==> config.mk <==
export PLATFORM = sky130hd
export DESIGN_NAME = stepper_trapezoid_ramp_unit_flat
export DESIGN_NICKNAME = d
export VERILOG_FILES = /design/src/rtl/stramp_pkg.sv /design/src/rtl/stramp_in_if.sv /design/src/rtl/stramp_out_if.sv /design/src/rtl/stepper_trapezoid_ramp_unit.sv /design/src/flat_wrapper.sv
export SDC_FILE = /design/constraint.sdc
export NUM_CORES = 2
export LEC_CHECK = 0
export BUFFER_PORTS_ARGS = -buffer_cell sky130_fd_sc_hd__buf_2
export CAP_MARGIN = 20
export CORE_AREA = 5 5 420 422
export CTS_CLUSTER_DIAMETER = 150
export DETAILED_ROUTE_END_ITERATION = 7
export DIE_AREA = 0 0 425 427
export PLACE_DENSITY = 0.6
export SLEW_MARGIN = 20
export SYNTH_ARGS = -nofsm -noshare
export SYNTH_HDL_FRONTEND = slang
export SYNTH_SLANG_ARGS = --single-unit
==> constraint.sdc <==
create_clock -name i_clk -period 10.2 [get_ports i_clk]
set_input_delay 1.53 -clock i_clk [delete_from_list [all_inputs] [get_ports i_clk]]
set_output_delay 1.53 -clock i_clk [all_outputs]
set_load 0.05 [all_outputs]
==> src/rtl/stramp_pkg.sv <==
// ----------------------------------------------------------------------------
// stramp_pkg
// Shared types and constants of the trapezoidal stepper ramp unit.
// ----------------------------------------------------------------------------
package stramp_pkg;

    localparam int MOVE_W     = 25;   // signed step count of a move item
    localparam int PERIOD_W   = 32;   // timer reload value of a result item
    localparam int RATE_W     = 16;   // accel, decel and speed registers
    localparam int SCALE_W    = 32;   // scale registers
    localparam int APB_ADDR_W = 5;
    localparam int APB_DATA_W = 32;
    localparam int REG_IDX_W  = 3;

    // Shared divider: wide enough for every planning and ramp quotient.
    localparam int DIV_W      = 48;
    localparam int DIV_CNT_W  = 6;
    localparam int REM_W      = 33;
    localparam int SQRT_W     = 32;

    localparam int ONE_STEP_DELAY = 1000;

    localparam logic ITEM_MOVE = 1'b0;
    localparam logic ITEM_TICK = 1'b1;

    localparam logic [REG_IDX_W-1:0] REG_ACCEL_RATE  = 3'd0;
    localparam logic [REG_IDX_W-1:0] REG_DECEL_RATE  = 3'd1;
    localparam logic [REG_IDX_W-1:0] REG_TOP_SPEED   = 3'd2;
    localparam logic [REG_IDX_W-1:0] REG_SPEED_SCALE = 3'd3;
    localparam logic [REG_IDX_W-1:0] REG_START_SCALE = 3'd4;
    localparam logic [REG_IDX_W-1:0] REG_LIMIT_SCALE = 3'd5;

    typedef enum logic [1:0] {
        PH_STOP  = 2'd0,
        PH_ACCEL = 2'd1,
        PH_RUN   = 2'd2,
        PH_DECEL = 2'd3
    } t_phase;

    typedef enum logic [4:0] {
        ST_IDLE,
        ST_FLOOR_GO,
        ST_FLOOR_END,
        ST_SQRT_INIT,
        ST_SQRT,
        ST_SQ_GO,
        ST_LIM_GO,
        ST_LIM_END,
        ST_SPLIT_GO,
        ST_SPLIT_END,
        ST_DEC_GO,
        ST_DEC_END,
        ST_FINISH,
        ST_TICK,
        ST_TICK_END,
        ST_DIV,
        ST_OUT
    } t_state;

endpackage

==> src/rtl/stramp_in_if.sv <==
// ----------------------------------------------------------------------------
// stramp_in_if
// Input channel of the ramp unit: move and tick items.
// ----------------------------------------------------------------------------
interface stramp_in_if;
    logic                                 valid;
    logic                                 ready;
    logic                                 kind;
    logic signed [stramp_pkg::MOVE_W-1:0] move_steps;

    modport source (output valid, kind, move_steps, input ready);
    modport sink   (input valid, kind, move_steps, output ready);
endinterface

==> src/rtl/stramp_out_if.sv <==
// ----------------------------------------------------------------------------
// stramp_out_if
// Output channel of the ramp unit: pin level, direction, period and phase.
// ----------------------------------------------------------------------------
interface stramp_out_if;
    logic                            valid;
    logic                            ready;
    logic                            pulse_level;
    logic                            direction;
    logic [stramp_pkg::PERIOD_W-1:0] period;
    logic [1:0]                      phase;

    modport source (output valid, pulse_level, direction, period, phase, input ready);
    modport sink   (input valid, pulse_level, direction, period, phase, output ready);
endinterface

==> src/rtl/stepper_trapezoid_ramp_unit.sv <==
// ----------------------------------------------------------------------------
// stepper_trapezoid_ramp_unit
// Trapezoidal stepper speed ramp with planner and remainder-carrying recurrence.
// ----------------------------------------------------------------------------
// Every item gives one result item. A tick item in accel or decel is set up, takes
// one pass of the shared radix-2 divider, updates the ramp state and goes to the
// output; a tick in run or stop skips the divider, and a zero-step or one-step move
// goes straight to the output. A move of two or more steps plans the profile with
// two to five divider passes and, unless the accel rate is zero, a 16-step square
// root. Items are taken one at a time; the result sits in an output register, so
// the next item is accepted while it waits, and a full output register holds the
// block in its output state. Configuration goes through the APB port; the user
// must write it only while idle, as the block itself does not enforce this.
module stepper_trapezoid_ramp_unit #(
    parameter int STEP_BITS  = 24,
    parameter int DELAY_BITS = 32
) (
    input  logic                                   i_clk,
    input  logic                                   i_rst_n,
    stramp_in_if.sink                              i_item,
    stramp_out_if.source                           o_item,
    input  logic                                   psel,
    input  logic                                   penable,
    input  logic                                   pwrite,
    input  logic [stramp_pkg::APB_ADDR_W-1:0]      paddr,
    input  logic [stramp_pkg::APB_DATA_W-1:0]      pwdata,
    output logic [stramp_pkg::APB_DATA_W-1:0]      prdata,
    output logic                                   pready
);

    localparam int CNT_W = STEP_BITS + 1;
    localparam int DW    = stramp_pkg::DIV_W;
    localparam logic [STEP_BITS-1:0]  STEP_MAX    = {STEP_BITS{1'b1}};
    localparam logic [DELAY_BITS-1:0] DELAY_MAX   = {DELAY_BITS{1'b1}};
    localparam logic [DW-1:0]         STEP_MAX_D  = DW'(STEP_MAX);
    localparam logic [DW-1:0]         DELAY_MAX_D = DW'(DELAY_MAX);

    // Configuration registers
    logic [stramp_pkg::RATE_W-1:0]  r_accel_rate, r_decel_rate, r_top_speed;
    logic [stramp_pkg::SCALE_W-1:0] r_speed_scale, r_start_scale, r_limit_scale;

    // Sequencer and ramp state
    stramp_pkg::t_state r_state, n_state, r_ret, n_ret;
    stramp_pkg::t_phase r_phase, n_phase;
    logic                   r_dir, n_dir, r_pulse, n_pulse;
    logic [DELAY_BITS-1:0]  r_delay, n_delay, r_floor, n_floor;
    logic [CNT_W-1:0]       r_count, n_count;
    logic [stramp_pkg::REM_W-1:0] r_rem, n_rem;
    logic [STEP_BITS-1:0]   r_acc_steps, n_acc_steps, r_run_steps, n_run_steps;
    logic [STEP_BITS-1:0]   r_dec_steps, n_dec_steps;

    // Planning scratch
    logic [STEP_BITS-1:0]   r_n, n_n, r_lim_steps, n_lim_steps, r_acc, n_acc, r_dec, n_dec;
    logic [DW-1:0]          r_prod, n_prod;

    // Shared divider and root unit
    logic [DW-1:0]                     r_dq, n_dq, r_dr, n_dr, r_dd, n_dd;
    logic [stramp_pkg::DIV_CNT_W-1:0]  r_dcnt, n_dcnt;
    logic [stramp_pkg::SQRT_W-1:0]     r_sv, n_sv, r_sr, n_sr, r_sbit, n_sbit;

    // Output register
    logic                   r_out_valid, n_out_valid, r_out_pulse, n_out_pulse;
    logic                   r_out_dir, n_out_dir;
    logic [stramp_pkg::PERIOD_W-1:0] r_out_period, n_out_period;
    logic [1:0]             r_out_phase, n_out_phase;

    // Shared multiplier
    logic [31:0]                   mul_a;
    logic [stramp_pkg::RATE_W-1:0] mul_b;
    logic [DW-1:0]                 mul_p;

    logic                    in_fire;
    logic                    move_neg;
    logic [stramp_pkg::MOVE_W-1:0] move_abs;
    logic [31:0]             move_mag32;
    logic [STEP_BITS-1:0]    move_mag;
    logic [DW:0]             div_sh;
    logic [DW+1:0]           div_diff;
    logic                    div_qbit;
    logic [stramp_pkg::SQRT_W-1:0] sq_t;
    logic                    sq_take;
    logic [31:0]             rate_sum;
    logic                    split_short;
    logic [CNT_W-1:0]        cnt_up, cnt_down;
    logic                    out_free;
    logic [STEP_BITS:0]      ad_sum;
    logic [DW:0]             dec_sum;

    assign pready         = 1'b1;
    assign i_item.ready   = (r_state == stramp_pkg::ST_IDLE);
    assign in_fire        = i_item.valid && (r_state == stramp_pkg::ST_IDLE);
    assign out_free       = !r_out_valid || o_item.ready;

    assign o_item.valid       = r_out_valid;
    assign o_item.pulse_level = r_out_pulse;
    assign o_item.direction   = r_out_dir;
    assign o_item.period      = r_out_period;
    assign o_item.phase       = r_out_phase;

    // Magnitude of the move, saturated to the step range.
    assign move_neg   = i_item.move_steps[stramp_pkg::MOVE_W-1];
    assign move_abs   = move_neg ? (~i_item.move_steps + 1'b1) : i_item.move_steps;
    assign move_mag32 = 32'(move_abs);
    assign move_mag   = (move_mag32 > 32'(STEP_MAX)) ? STEP_MAX
                                                     : move_mag32[STEP_BITS-1:0];

    assign rate_sum    = 32'(r_accel_rate) + 32'(r_decel_rate);
    assign split_short = rate_sum >= 32'(r_n);
    assign cnt_up      = r_count + 1'b1;
    assign cnt_down    = (r_count != '0) ? (r_count - 1'b1) : '0;
    assign ad_sum      = {1'b0, r_acc} + {1'b0, r_dec};
    assign dec_sum     = {1'b0, DW'(r_delay)} + {1'b0, r_dq};

    // Restoring divider step: one quotient bit per cycle.
    assign div_sh   = {r_dr, r_dq[DW-1]};
    assign div_diff = {1'b0, div_sh} - {2'b00, r_dd};
    assign div_qbit = !div_diff[DW+1];

    // Integer square root step: two radicand bits per cycle.
    assign sq_t    = r_sr + r_sbit;
    assign sq_take = r_sv >= sq_t;

    always_comb begin
        mul_a = '0;
        mul_b = '0;
        unique case (r_state)
            stramp_pkg::ST_SQ_GO: begin
                mul_a = 32'(r_top_speed);
                mul_b = r_top_speed;
            end
            stramp_pkg::ST_LIM_GO: begin
                mul_a = r_limit_scale;
                mul_b = r_accel_rate;
            end
            stramp_pkg::ST_SPLIT_GO: begin
                mul_a = 32'(r_n);
                mul_b = r_decel_rate;
            end
            stramp_pkg::ST_DEC_GO: begin
                mul_a = 32'(r_lim_steps);
                mul_b = r_accel_rate;
            end
            default: begin
                mul_a = '0;
                mul_b = '0;
            end
        endcase
    end
    assign mul_p = DW'(mul_a) * DW'(mul_b);

    // Next state
    always_comb begin
        n_state = r_state;
        unique case (r_state)
            stramp_pkg::ST_IDLE: begin
                if (in_fire) begin
                    if (i_item.kind == stramp_pkg::ITEM_TICK) begin
                        n_state = stramp_pkg::ST_TICK;
                    end else if (move_mag > STEP_BITS'(1)) begin
                        n_state = stramp_pkg::ST_FLOOR_GO;
                    end else begin
                        n_state = stramp_pkg::ST_OUT;
                    end
                end
            end
            stramp_pkg::ST_FLOOR_GO:  n_state = stramp_pkg::ST_DIV;
            stramp_pkg::ST_FLOOR_END: begin
                n_state = (r_accel_rate == '0) ? stramp_pkg::ST_SQ_GO : stramp_pkg::ST_DIV;
            end
            stramp_pkg::ST_SQRT_INIT: n_state = stramp_pkg::ST_SQRT;
            stramp_pkg::ST_SQRT: begin
                if (r_sbit == '0) begin
                    n_state = stramp_pkg::ST_SQ_GO;
                end
            end
            stramp_pkg::ST_SQ_GO:     n_state = stramp_pkg::ST_LIM_GO;
            stramp_pkg::ST_LIM_GO:    n_state = stramp_pkg::ST_DIV;
            stramp_pkg::ST_LIM_END: begin
                n_state = split_short ? stramp_pkg::ST_SPLIT_GO : stramp_pkg::ST_FINISH;
            end
            stramp_pkg::ST_SPLIT_GO:  n_state = stramp_pkg::ST_DIV;
            stramp_pkg::ST_SPLIT_END: begin
                n_state = (r_lim_steps > r_dq[STEP_BITS-1:0]) ? stramp_pkg::ST_FINISH
                                                              : stramp_pkg::ST_DEC_GO;
            end
            stramp_pkg::ST_DEC_GO:    n_state = stramp_pkg::ST_DIV;
            stramp_pkg::ST_DEC_END:   n_state = stramp_pkg::ST_FINISH;
            stramp_pkg::ST_FINISH:    n_state = stramp_pkg::ST_OUT;
            stramp_pkg::ST_TICK: begin
                if (r_phase == stramp_pkg::PH_ACCEL || r_phase == stramp_pkg::PH_DECEL) begin
                    n_state = stramp_pkg::ST_DIV;
                end else begin
                    n_state = stramp_pkg::ST_OUT;
                end
            end
            stramp_pkg::ST_TICK_END:  n_state = stramp_pkg::ST_OUT;
            stramp_pkg::ST_DIV: begin
                if (r_dcnt == stramp_pkg::DIV_CNT_W'(DW - 1)) begin
                    n_state = r_ret;
                end
            end
            stramp_pkg::ST_OUT: begin
                if (out_free) begin
                    n_state = stramp_pkg::ST_IDLE;
                end
            end
            default: n_state = stramp_pkg::ST_IDLE;
        endcase
    end

    // Datapath
    always_comb begin
        n_ret       = r_ret;
        n_phase     = r_phase;
        n_dir       = r_dir;
        n_pulse     = r_pulse;
        n_delay     = r_delay;
        n_floor     = r_floor;
        n_count     = r_count;
        n_rem       = r_rem;
        n_acc_steps = r_acc_steps;
        n_run_steps = r_run_steps;
        n_dec_steps = r_dec_steps;
        n_n         = r_n;
        n_lim_steps = r_lim_steps;
        n_acc       = r_acc;
        n_dec       = r_dec;
        n_prod      = r_prod;
        n_dq        = r_dq;
        n_dr        = r_dr;
        n_dd        = r_dd;
        n_dcnt      = r_dcnt;
        n_sv        = r_sv;
        n_sr        = r_sr;
        n_sbit      = r_sbit;
        n_out_valid  = r_out_valid && !o_item.ready;
        n_out_pulse  = r_out_pulse;
        n_out_dir    = r_out_dir;
        n_out_period = r_out_period;
        n_out_phase  = r_out_phase;

        unique case (r_state)
            stramp_pkg::ST_IDLE: begin
                if (in_fire && i_item.kind == stramp_pkg::ITEM_MOVE && move_mag != '0) begin
                    n_dir = move_neg;
                    n_n   = move_mag;
                    if (move_mag == STEP_BITS'(1)) begin
                        n_delay = DELAY_BITS'(stramp_pkg::ONE_STEP_DELAY);
                        n_count = CNT_W'(1);
                        n_rem   = '0;
                        n_phase = stramp_pkg::PH_DECEL;
                    end
                end
            end
            stramp_pkg::ST_FLOOR_GO: begin
                n_dq   = DW'(r_speed_scale);
                n_dr   = '0;
                n_dd   = DW'(r_top_speed);
                n_dcnt = '0;
                n_ret  = stramp_pkg::ST_FLOOR_END;
            end
            stramp_pkg::ST_FLOOR_END: begin
                n_floor = (r_dq > DELAY_MAX_D) ? DELAY_MAX : r_dq[DELAY_BITS-1:0];
                if (r_accel_rate == '0) begin
                    n_delay = DELAY_MAX;
                end else begin
                    n_dq   = DW'(r_start_scale);
                    n_dr   = '0;
                    n_dd   = DW'(r_accel_rate);
                    n_dcnt = '0;
                    n_ret  = stramp_pkg::ST_SQRT_INIT;
                end
            end
            stramp_pkg::ST_SQRT_INIT: begin
                n_sv   = r_dq[stramp_pkg::SQRT_W-1:0];
                n_sr   = '0;
                n_sbit = stramp_pkg::SQRT_W'(1) << (stramp_pkg::SQRT_W - 2);
            end
            stramp_pkg::ST_SQRT: begin
                if (r_sbit == '0) begin
                    // The root stays below 2^16 and fits a delay width of 16 bits or more.
                    n_delay = DELAY_BITS'(r_sr);
                end else begin
                    if (sq_take) begin
                        n_sv = r_sv - sq_t;
                        n_sr = (r_sr >> 1) + r_sbit;
                    end else begin
                        n_sr = r_sr >> 1;
                    end
                    n_sbit = r_sbit >> 2;
                end
            end
            stramp_pkg::ST_SQ_GO: begin
                n_prod = mul_p;
            end
            stramp_pkg::ST_LIM_GO: begin
                n_dq   = r_prod << 16;
                n_dr   = '0;
                n_dd   = mul_p;
                n_dcnt = '0;
                n_ret  = stramp_pkg::ST_LIM_END;
            end
            stramp_pkg::ST_LIM_END: begin
                n_lim_steps = (r_dq > STEP_MAX_D) ? STEP_MAX : r_dq[STEP_BITS-1:0];
                if (!split_short) begin
                    n_acc = (32'(r_accel_rate) > 32'(STEP_MAX)) ? STEP_MAX
                                                                : STEP_BITS'(r_accel_rate);
                    n_dec = (32'(r_decel_rate) > 32'(STEP_MAX)) ? STEP_MAX
                                                                : STEP_BITS'(r_decel_rate);
                end
            end
            stramp_pkg::ST_SPLIT_GO: begin
                n_dq   = mul_p;
                n_dr   = '0;
                n_dd   = DW'(rate_sum);
                n_dcnt = '0;
                n_ret  = stramp_pkg::ST_SPLIT_END;
            end
            stramp_pkg::ST_SPLIT_END: begin
                // The split point never exceeds the move length.
                n_acc = r_dq[STEP_BITS-1:0];
                if (r_lim_steps > r_dq[STEP_BITS-1:0]) begin
                    n_dec = r_n - r_dq[STEP_BITS-1:0];
                end
            end
            stramp_pkg::ST_DEC_GO: begin
                n_dq   = mul_p;
                n_dr   = '0;
                n_dd   = DW'(r_decel_rate);
                n_dcnt = '0;
                n_ret  = stramp_pkg::ST_DEC_END;
            end
            stramp_pkg::ST_DEC_END: begin
                n_dec = (r_dq > STEP_MAX_D) ? STEP_MAX : r_dq[STEP_BITS-1:0];
            end
            stramp_pkg::ST_FINISH: begin
                n_acc_steps = r_acc;
                n_dec_steps = r_dec;
                n_run_steps = (ad_sum > {1'b0, r_n}) ? '0 : STEP_BITS'({1'b0, r_n} - ad_sum);
                n_count     = '0;
                n_rem       = '0;
                n_phase     = stramp_pkg::PH_ACCEL;
            end
            stramp_pkg::ST_TICK: begin
                if (r_phase != stramp_pkg::PH_STOP) begin
                    n_pulse = !r_pulse;
                end
                n_dq   = DW'({r_delay, 1'b0}) + DW'(r_rem);
                n_dr   = '0;
                n_dcnt = '0;
                n_ret  = stramp_pkg::ST_TICK_END;
                unique case (r_phase)
                    stramp_pkg::PH_ACCEL: begin
                        n_count = cnt_up;
                        n_dd    = DW'({cnt_up, 2'b01});
                    end
                    stramp_pkg::PH_DECEL: begin
                        n_count = cnt_down;
                        n_dd    = DW'({cnt_down, 2'b01});
                    end
                    stramp_pkg::PH_RUN: begin
                        if (cnt_up >= CNT_W'(r_run_steps)) begin
                            n_phase = stramp_pkg::PH_DECEL;
                            n_count = CNT_W'(r_dec_steps);
                        end else begin
                            n_count = cnt_up;
                        end
                    end
                    stramp_pkg::PH_STOP: begin
                        n_count = '0;
                        n_rem   = '0;
                    end
                    default: n_count = r_count;
                endcase
            end
            stramp_pkg::ST_TICK_END: begin
                n_rem = r_dr[stramp_pkg::REM_W-1:0];
                if (r_phase == stramp_pkg::PH_ACCEL) begin
                    n_delay = (r_dq > DW'(r_delay)) ? '0
                                                    : r_delay - r_dq[DELAY_BITS-1:0];
                    if (r_count >= CNT_W'(r_acc_steps)) begin
                        if (r_run_steps == '0) begin
                            n_phase = stramp_pkg::PH_DECEL;
                            n_count = CNT_W'(r_dec_steps);
                        end else begin
                            n_phase = stramp_pkg::PH_RUN;
                            n_delay = r_floor;
                            n_count = '0;
                        end
                    end
                end else begin
                    n_delay = (dec_sum > {1'b0, DELAY_MAX_D}) ? DELAY_MAX
                                                              : dec_sum[DELAY_BITS-1:0];
                    if (r_count == '0) begin
                        n_phase = stramp_pkg::PH_STOP;
                    end
                end
            end
            stramp_pkg::ST_DIV: begin
                n_dq   = {r_dq[DW-2:0], div_qbit};
                n_dr   = div_qbit ? div_diff[DW-1:0] : div_sh[DW-1:0];
                n_dcnt = r_dcnt + 1'b1;
            end
            stramp_pkg::ST_OUT: begin
                if (out_free) begin
                    n_out_valid  = 1'b1;
                    n_out_pulse  = r_pulse;
                    n_out_dir    = r_dir;
                    n_out_period = stramp_pkg::PERIOD_W'(r_delay);
                    n_out_phase  = r_phase;
                end
            end
            default: n_ret = r_ret;
        endcase
    end

    always_ff @(posedge i_clk) begin
        if (!i_rst_n) begin
            r_state     <= stramp_pkg::ST_IDLE;
            r_ret       <= stramp_pkg::ST_IDLE;
            r_phase     <= stramp_pkg::PH_STOP;
            r_dir       <= 1'b0;
            r_pulse     <= 1'b0;
            r_delay     <= '0;
            r_floor     <= '0;
            r_count     <= '0;
            r_rem       <= '0;
            r_acc_steps <= '0;
            r_run_steps <= '0;
            r_dec_steps <= '0;
            r_out_valid <= 1'b0;
        end else begin
            r_state     <= n_state;
            r_ret       <= n_ret;
            r_phase     <= n_phase;
            r_dir       <= n_dir;
            r_pulse     <= n_pulse;
            r_delay     <= n_delay;
            r_floor     <= n_floor;
            r_count     <= n_count;
            r_rem       <= n_rem;
            r_acc_steps <= n_acc_steps;
            r_run_steps <= n_run_steps;
            r_dec_steps <= n_dec_steps;
            r_out_valid <= n_out_valid;
        end
    end

    always_ff @(posedge i_clk) begin
        r_n          <= n_n;
        r_lim_steps  <= n_lim_steps;
        r_acc        <= n_acc;
        r_dec        <= n_dec;
        r_prod       <= n_prod;
        r_dq         <= n_dq;
        r_dr         <= n_dr;
        r_dd         <= n_dd;
        r_dcnt       <= n_dcnt;
        r_sv         <= n_sv;
        r_sr         <= n_sr;
        r_sbit       <= n_sbit;
        r_out_pulse  <= n_out_pulse;
        r_out_dir    <= n_out_dir;
        r_out_period <= n_out_period;
        r_out_phase  <= n_out_phase;
    end

    // Configuration registers
    always_ff @(posedge i_clk) begin
        if (!i_rst_n) begin
            r_accel_rate  <= 16'd1000;
            r_decel_rate  <= 16'd1000;
            r_top_speed   <= 16'd1000;
            r_speed_scale <= 32'd1000000;
            r_start_scale <= 32'd1000000;
            r_limit_scale <= 32'd65536;
        end else if (psel && penable && pwrite) begin
            unique case (paddr[stramp_pkg::APB_ADDR_W-1:2])
                stramp_pkg::REG_ACCEL_RATE:  r_accel_rate  <= pwdata[15:0];
                stramp_pkg::REG_DECEL_RATE:  r_decel_rate  <= pwdata[15:0];
                stramp_pkg::REG_TOP_SPEED:   r_top_speed   <= pwdata[15:0];
                stramp_pkg::REG_SPEED_SCALE: r_speed_scale <= pwdata;
                stramp_pkg::REG_START_SCALE: r_start_scale <= pwdata;
                stramp_pkg::REG_LIMIT_SCALE: r_limit_scale <= pwdata;
                default: r_accel_rate <= r_accel_rate;
            endcase
        end
    end

    always_comb begin
        unique case (paddr[stramp_pkg::APB_ADDR_W-1:2])
            stramp_pkg::REG_ACCEL_RATE:  prdata = 32'(r_accel_rate);
            stramp_pkg::REG_DECEL_RATE:  prdata = 32'(r_decel_rate);
            stramp_pkg::REG_TOP_SPEED:   prdata = 32'(r_top_speed);
            stramp_pkg::REG_SPEED_SCALE: prdata = r_speed_scale;
            stramp_pkg::REG_START_SCALE: prdata = r_start_scale;
            stramp_pkg::REG_LIMIT_SCALE: prdata = r_limit_scale;
            default:                     prdata = '0;
        endcase
    end

endmodule
==> src/flat_wrapper.sv <==
// flat-port wrapper written by rule: the top's interface ports become plain ports
module stepper_trapezoid_ramp_unit_flat 
#(
    parameter int STEP_BITS  = 24,
    parameter int DELAY_BITS = 32
)
  (i_clk, i_rst_n, psel, penable, pwrite, paddr, pwdata, prdata, pready, i_item_valid, i_item_kind, i_item_move_steps, i_item_ready, o_item_valid, o_item_pulse_level, o_item_direction, o_item_period, o_item_phase, o_item_ready);
  stramp_in_if i_item_i ();
  stramp_out_if o_item_i ();
  input  logic i_clk;
  input  logic i_rst_n;
  input  logic psel;
  input  logic penable;
  input  logic pwrite;
  input  logic [stramp_pkg::APB_ADDR_W-1:0] paddr;
  input  logic [stramp_pkg::APB_DATA_W-1:0] pwdata;
  output logic [stramp_pkg::APB_DATA_W-1:0] prdata;
  output logic pready;
  input wire logic [$bits(i_item_i.valid)-1:0] i_item_valid;
  input wire logic [$bits(i_item_i.kind)-1:0] i_item_kind;
  input wire logic [$bits(i_item_i.move_steps)-1:0] i_item_move_steps;
  output wire logic [$bits(i_item_i.ready)-1:0] i_item_ready;
  output wire logic [$bits(o_item_i.valid)-1:0] o_item_valid;
  output wire logic [$bits(o_item_i.pulse_level)-1:0] o_item_pulse_level;
  output wire logic [$bits(o_item_i.direction)-1:0] o_item_direction;
  output wire logic [$bits(o_item_i.period)-1:0] o_item_period;
  output wire logic [$bits(o_item_i.phase)-1:0] o_item_phase;
  input wire logic [$bits(o_item_i.ready)-1:0] o_item_ready;
  assign i_item_i.valid = i_item_valid;
  assign i_item_i.kind = i_item_kind;
  assign i_item_i.move_steps = i_item_move_steps;
  assign i_item_ready = i_item_i.ready;
  assign o_item_valid = o_item_i.valid;
  assign o_item_pulse_level = o_item_i.pulse_level;
  assign o_item_direction = o_item_i.direction;
  assign o_item_period = o_item_i.period;
  assign o_item_phase = o_item_i.phase;
  assign o_item_i.ready = o_item_ready;
  stepper_trapezoid_ramp_unit #(.STEP_BITS(STEP_BITS), .DELAY_BITS(DELAY_BITS)) u_core (.i_clk(i_clk), .i_rst_n(i_rst_n), .i_item(i_item_i), .o_item(o_item_i), .psel(psel), .penable(penable), .pwrite(pwrite), .paddr(paddr), .pwdata(pwdata), .prdata(prdata), .pready(pready));
endmodule
==> impl_metrics.yaml <==
detailed_routing:
  drc: 2
  drtIter0Drc: 7060
  antenna_left: 0
  num_vias: 62460
  wl_per_cell_um: 25.49
  firstDrtPassIters: 8
  vias_per_cell: 5.869
  wirelength_um: 271300
clock_tree:
  cts-hold-fix-buffers: 0
  h-tree-depth: 3
  clk_path_buf_depth: 3
  cts-buffers-inserted: 85
  postCtsSetupRepairBufs: 0
  cts_resized: 0
  cts-root-buf: "clkbuf_16"
  path_clk_slew_ns: 0.07
  insertion_delay_ns: 0.73
  numClockSinks: 746
  cts_tree: "built"
timing:
  fmax_mhz: 102.6
  setup-tns-final_ns: 0
  finalSetupViolations: 0
  rsz0062_at_grt: "false"
  finalHoldViolCount: 0
  maxSlewHeadroom_pct: 21.37
  fin_skew_ns: 0.03207
  fin_crit_ns: 9.746
  fin_crit_sh_pct: 95.55
  worst_slew_pin_slew_ns: 1.175
  slew_viol_final: 0
  setup_slack_ns: 0.4536
place:
  portBuffers: 137
  dp_slack_ns: 0.6653
  gp_congestion: 1.034
  hpwlAfterDp_um: 215100
grt:
  grt_usage_pct: 29.15
  overflow: 0
  antenna_found_initial: 28
  grt_pass1_vias: 60290
  grt_max_degree: 96
  grt_pass1_wl_um: 398300
hold_path:
  hp-class: "register to register"
  hold_depth: 2
worst_setup_path:
  max_stage_delay_ns: 0.71
  cp.required_ns: 10.61
  worst_r2r_path_depth: 30
  cp-start-kind: "register"
  path_class: "register to register"
  end_kind: "register"
  worst_path_max_delay_cell: "dfxtp_1"
  cp_common_cell: "fa_1"
  cp.arrival_ns: 10.16
  worstPathMaxFanout: 42
layout:
  layout-drive-gt1-share_pct: 7.022
  area_growth_syn_to_layout_pct: 9.590
  nNetsFinal: 9292
  num-fill-cells: 17330
  layout_commonest_cell: "nand2_1"
  final_cell_mix: "1,201 x nand2_1, 802 x inv_1, 778 x nor2_1"
power_and_ir_drop:
  p_leak_nw: 30.96
  ir_worst_vdd_uv: 240.7
  p_per_area_nw_per_um2: 244.5
die:
  die_x_um: 425
  ios: 141
  coreArea_um2: 172700
  initial_utilization_pct: 39.65
  dieHeight_um: 427
  row_count: 153
  fp.dieArea_um2: 181500
synth:
  mappedNetlistArea_um2: 68470
  syn_nets: 9290
  synth_cell_types: 103
  synth-edff-count: 394
  synth_warnings: 0
  ys_ff_latch: 746
  synth_cells: 8228
  synth_area_per_cell_um2: 8.321
  synth_async_sr_flop_share_pct: 0
  yosysSeqAreaShare_pct: 27.57
  synth_flop_cell: "edfxtp_1"
outcome:
  status: "finished with violations"
  violations: "design-rule violations"
job:
  maxCapViolations: 0
[layout make-up]
type / count / area, µm² / area share, %
Sequential cell: 746 / 18880 / 25.16
Timing Repair Buffer: 335 / 2172 / 2.895
Antenna cell: 14 / 35.03 / 0.04669
Inverter: 811 / 3052 / 4.067
Tap cell: 2325 / 2909 / 3.877
Clock buffer: 102 / 2336 / 3.113
Clock inverter: 58 / 513.0 / 0.6837
Multi-Input combinational cell: 6251 / 45140 / 60.16
[through the flow]
stage	cell area (µm²)	power [W]	hold slack, ns	cells	utilization, %
after global routing	75010	0.01948	0.4769	10630	43.44
after CTS	74980	0.01817	0.4594	10630	43.43
final	75030	0.01835	0.4599	10640	43.45
after detailed placement	72140	0.01492	0.4497	10470	41.78
after floorplan	68470	0.01172	0.4064	8228	-
after global placement	72130	0.01476	0.4421	10470	41.77
[Yosys cell counts (14+ instances only)]
cell	number	area (µm²)
clkbuf_1	364	1366
a31oi_1	76	475.5
o31ai_1	32	240.2
o21ai_0	403	2017
nand2b_1	68	425.4
xor2_1	160	1401
o211ai_1	49	367.9
and2_1	42	262.8
nor2b_1	74	462.9
or2_2	15	93.84
dfxtp_1	352	7047
a21oi_1	569	2848
nor3_1	133	665.6
a22oi_1	159	1194
nor2_1	788	2958
o21a_1	60	450.4
edfxtp_1	394	11830
a221o_1	34	340.3
a221oi_1	63	551.8
fa_1	427	8548
a211o_1	19	166.4
buf_1	33	123.9
nand2_1	1203	4516
and3_1	100	625.6
nor4_1	40	250.2
nand4_1	68	425.4
o221ai_1	18	157.7
o22ai_1	25	156.4
a21o_1	137	1028
nand3_1	196	980.9
inv_1	804	3018
o21bai_1	59	442.9
and4_1	18	157.7
mux2i_1	75	750.7
xnor2_1	203	1778
a211oi_1	59	442.9
a31o_2	14	122.6
a22o_1	18	157.7
ha_1	565	7069
buf_2	19	95.09
or3_1	40	250.2
o21ai_1	29	145.1
[path summary, 6_finish.rpt]
path                     startpoint                      to  slack (ns)
max               u_core.r_state[1]         u_core.r_dq[47]        0.45
min          u_core.r_acc_steps[12]  u_core.r_acc_steps[12]        0.46
max reg2reg       u_core.r_state[1]         u_core.r_dq[47]        0.45
min reg2reg  u_core.r_acc_steps[12]  u_core.r_acc_steps[12]        0.46
[routing by layer]
metal	GRT usage (%)	vias up	part of all wire, %
li1	-	28460	-
met1	39.03	30460	41
met2	44.42	2943	43
met3	5.715	589	9.2
met4	15.76	14	6.4
met5	0	-	0.041
[sequential cells by signal, indices dropped and copies added, names as in the netlist, 25 cells and up]
name	count
u_core.r_count	25
u_core.r_sv	32
u_core.r_dq	48
u_core.r_delay	32
u_core.r_rem	33
u_core.r_sr	32
u_core.r_start_scale	32
u_core.o_item.period	32
u_core.r_limit_scale	32
u_core.r_dd	48
u_core.r_dr	48
u_core.r_prod	32
u_core.r_speed_scale	32
u_core.r_floor	32
[logic make-up after synthesis]
family	count (synthesis)	share of synthesized area (%)
buf+inv	1231	6.811
flops	746	27.57
mux	80	1.179
simple gates	2840	18.32
xor+xnor	363	4.643
fa+ha+maj	992	22.81
compound gates	1975	18.66
other cells	1	0.005477
[critical path: cells and delay by family, from the launching register on]
kind	cells	cell delay, ns
xor+xnor	1	0.21
flops	1	0.71
buf+inv	6	0.98
fa+ha+maj	7	3.60
simple gates	6	1.24
compound gates	10	2.69
[power breakdown]
| group | leakage [nW] | switching [W] | total, W | internal (W) |
|---|---|---|---|---|
| sequential | 6.45 | 0.000858 | 0.00491 | 0.00405 |
| clock | 1.37 | 0.00143 | 0.00321 | 0.00178 |
| combinational | 23.1 | 0.00656 | 0.0102 | 0.00367 |
| total | 31.0 | 0.00884 | 0.0183 | 0.00950 |
Power figures use the tool's default switching activity.
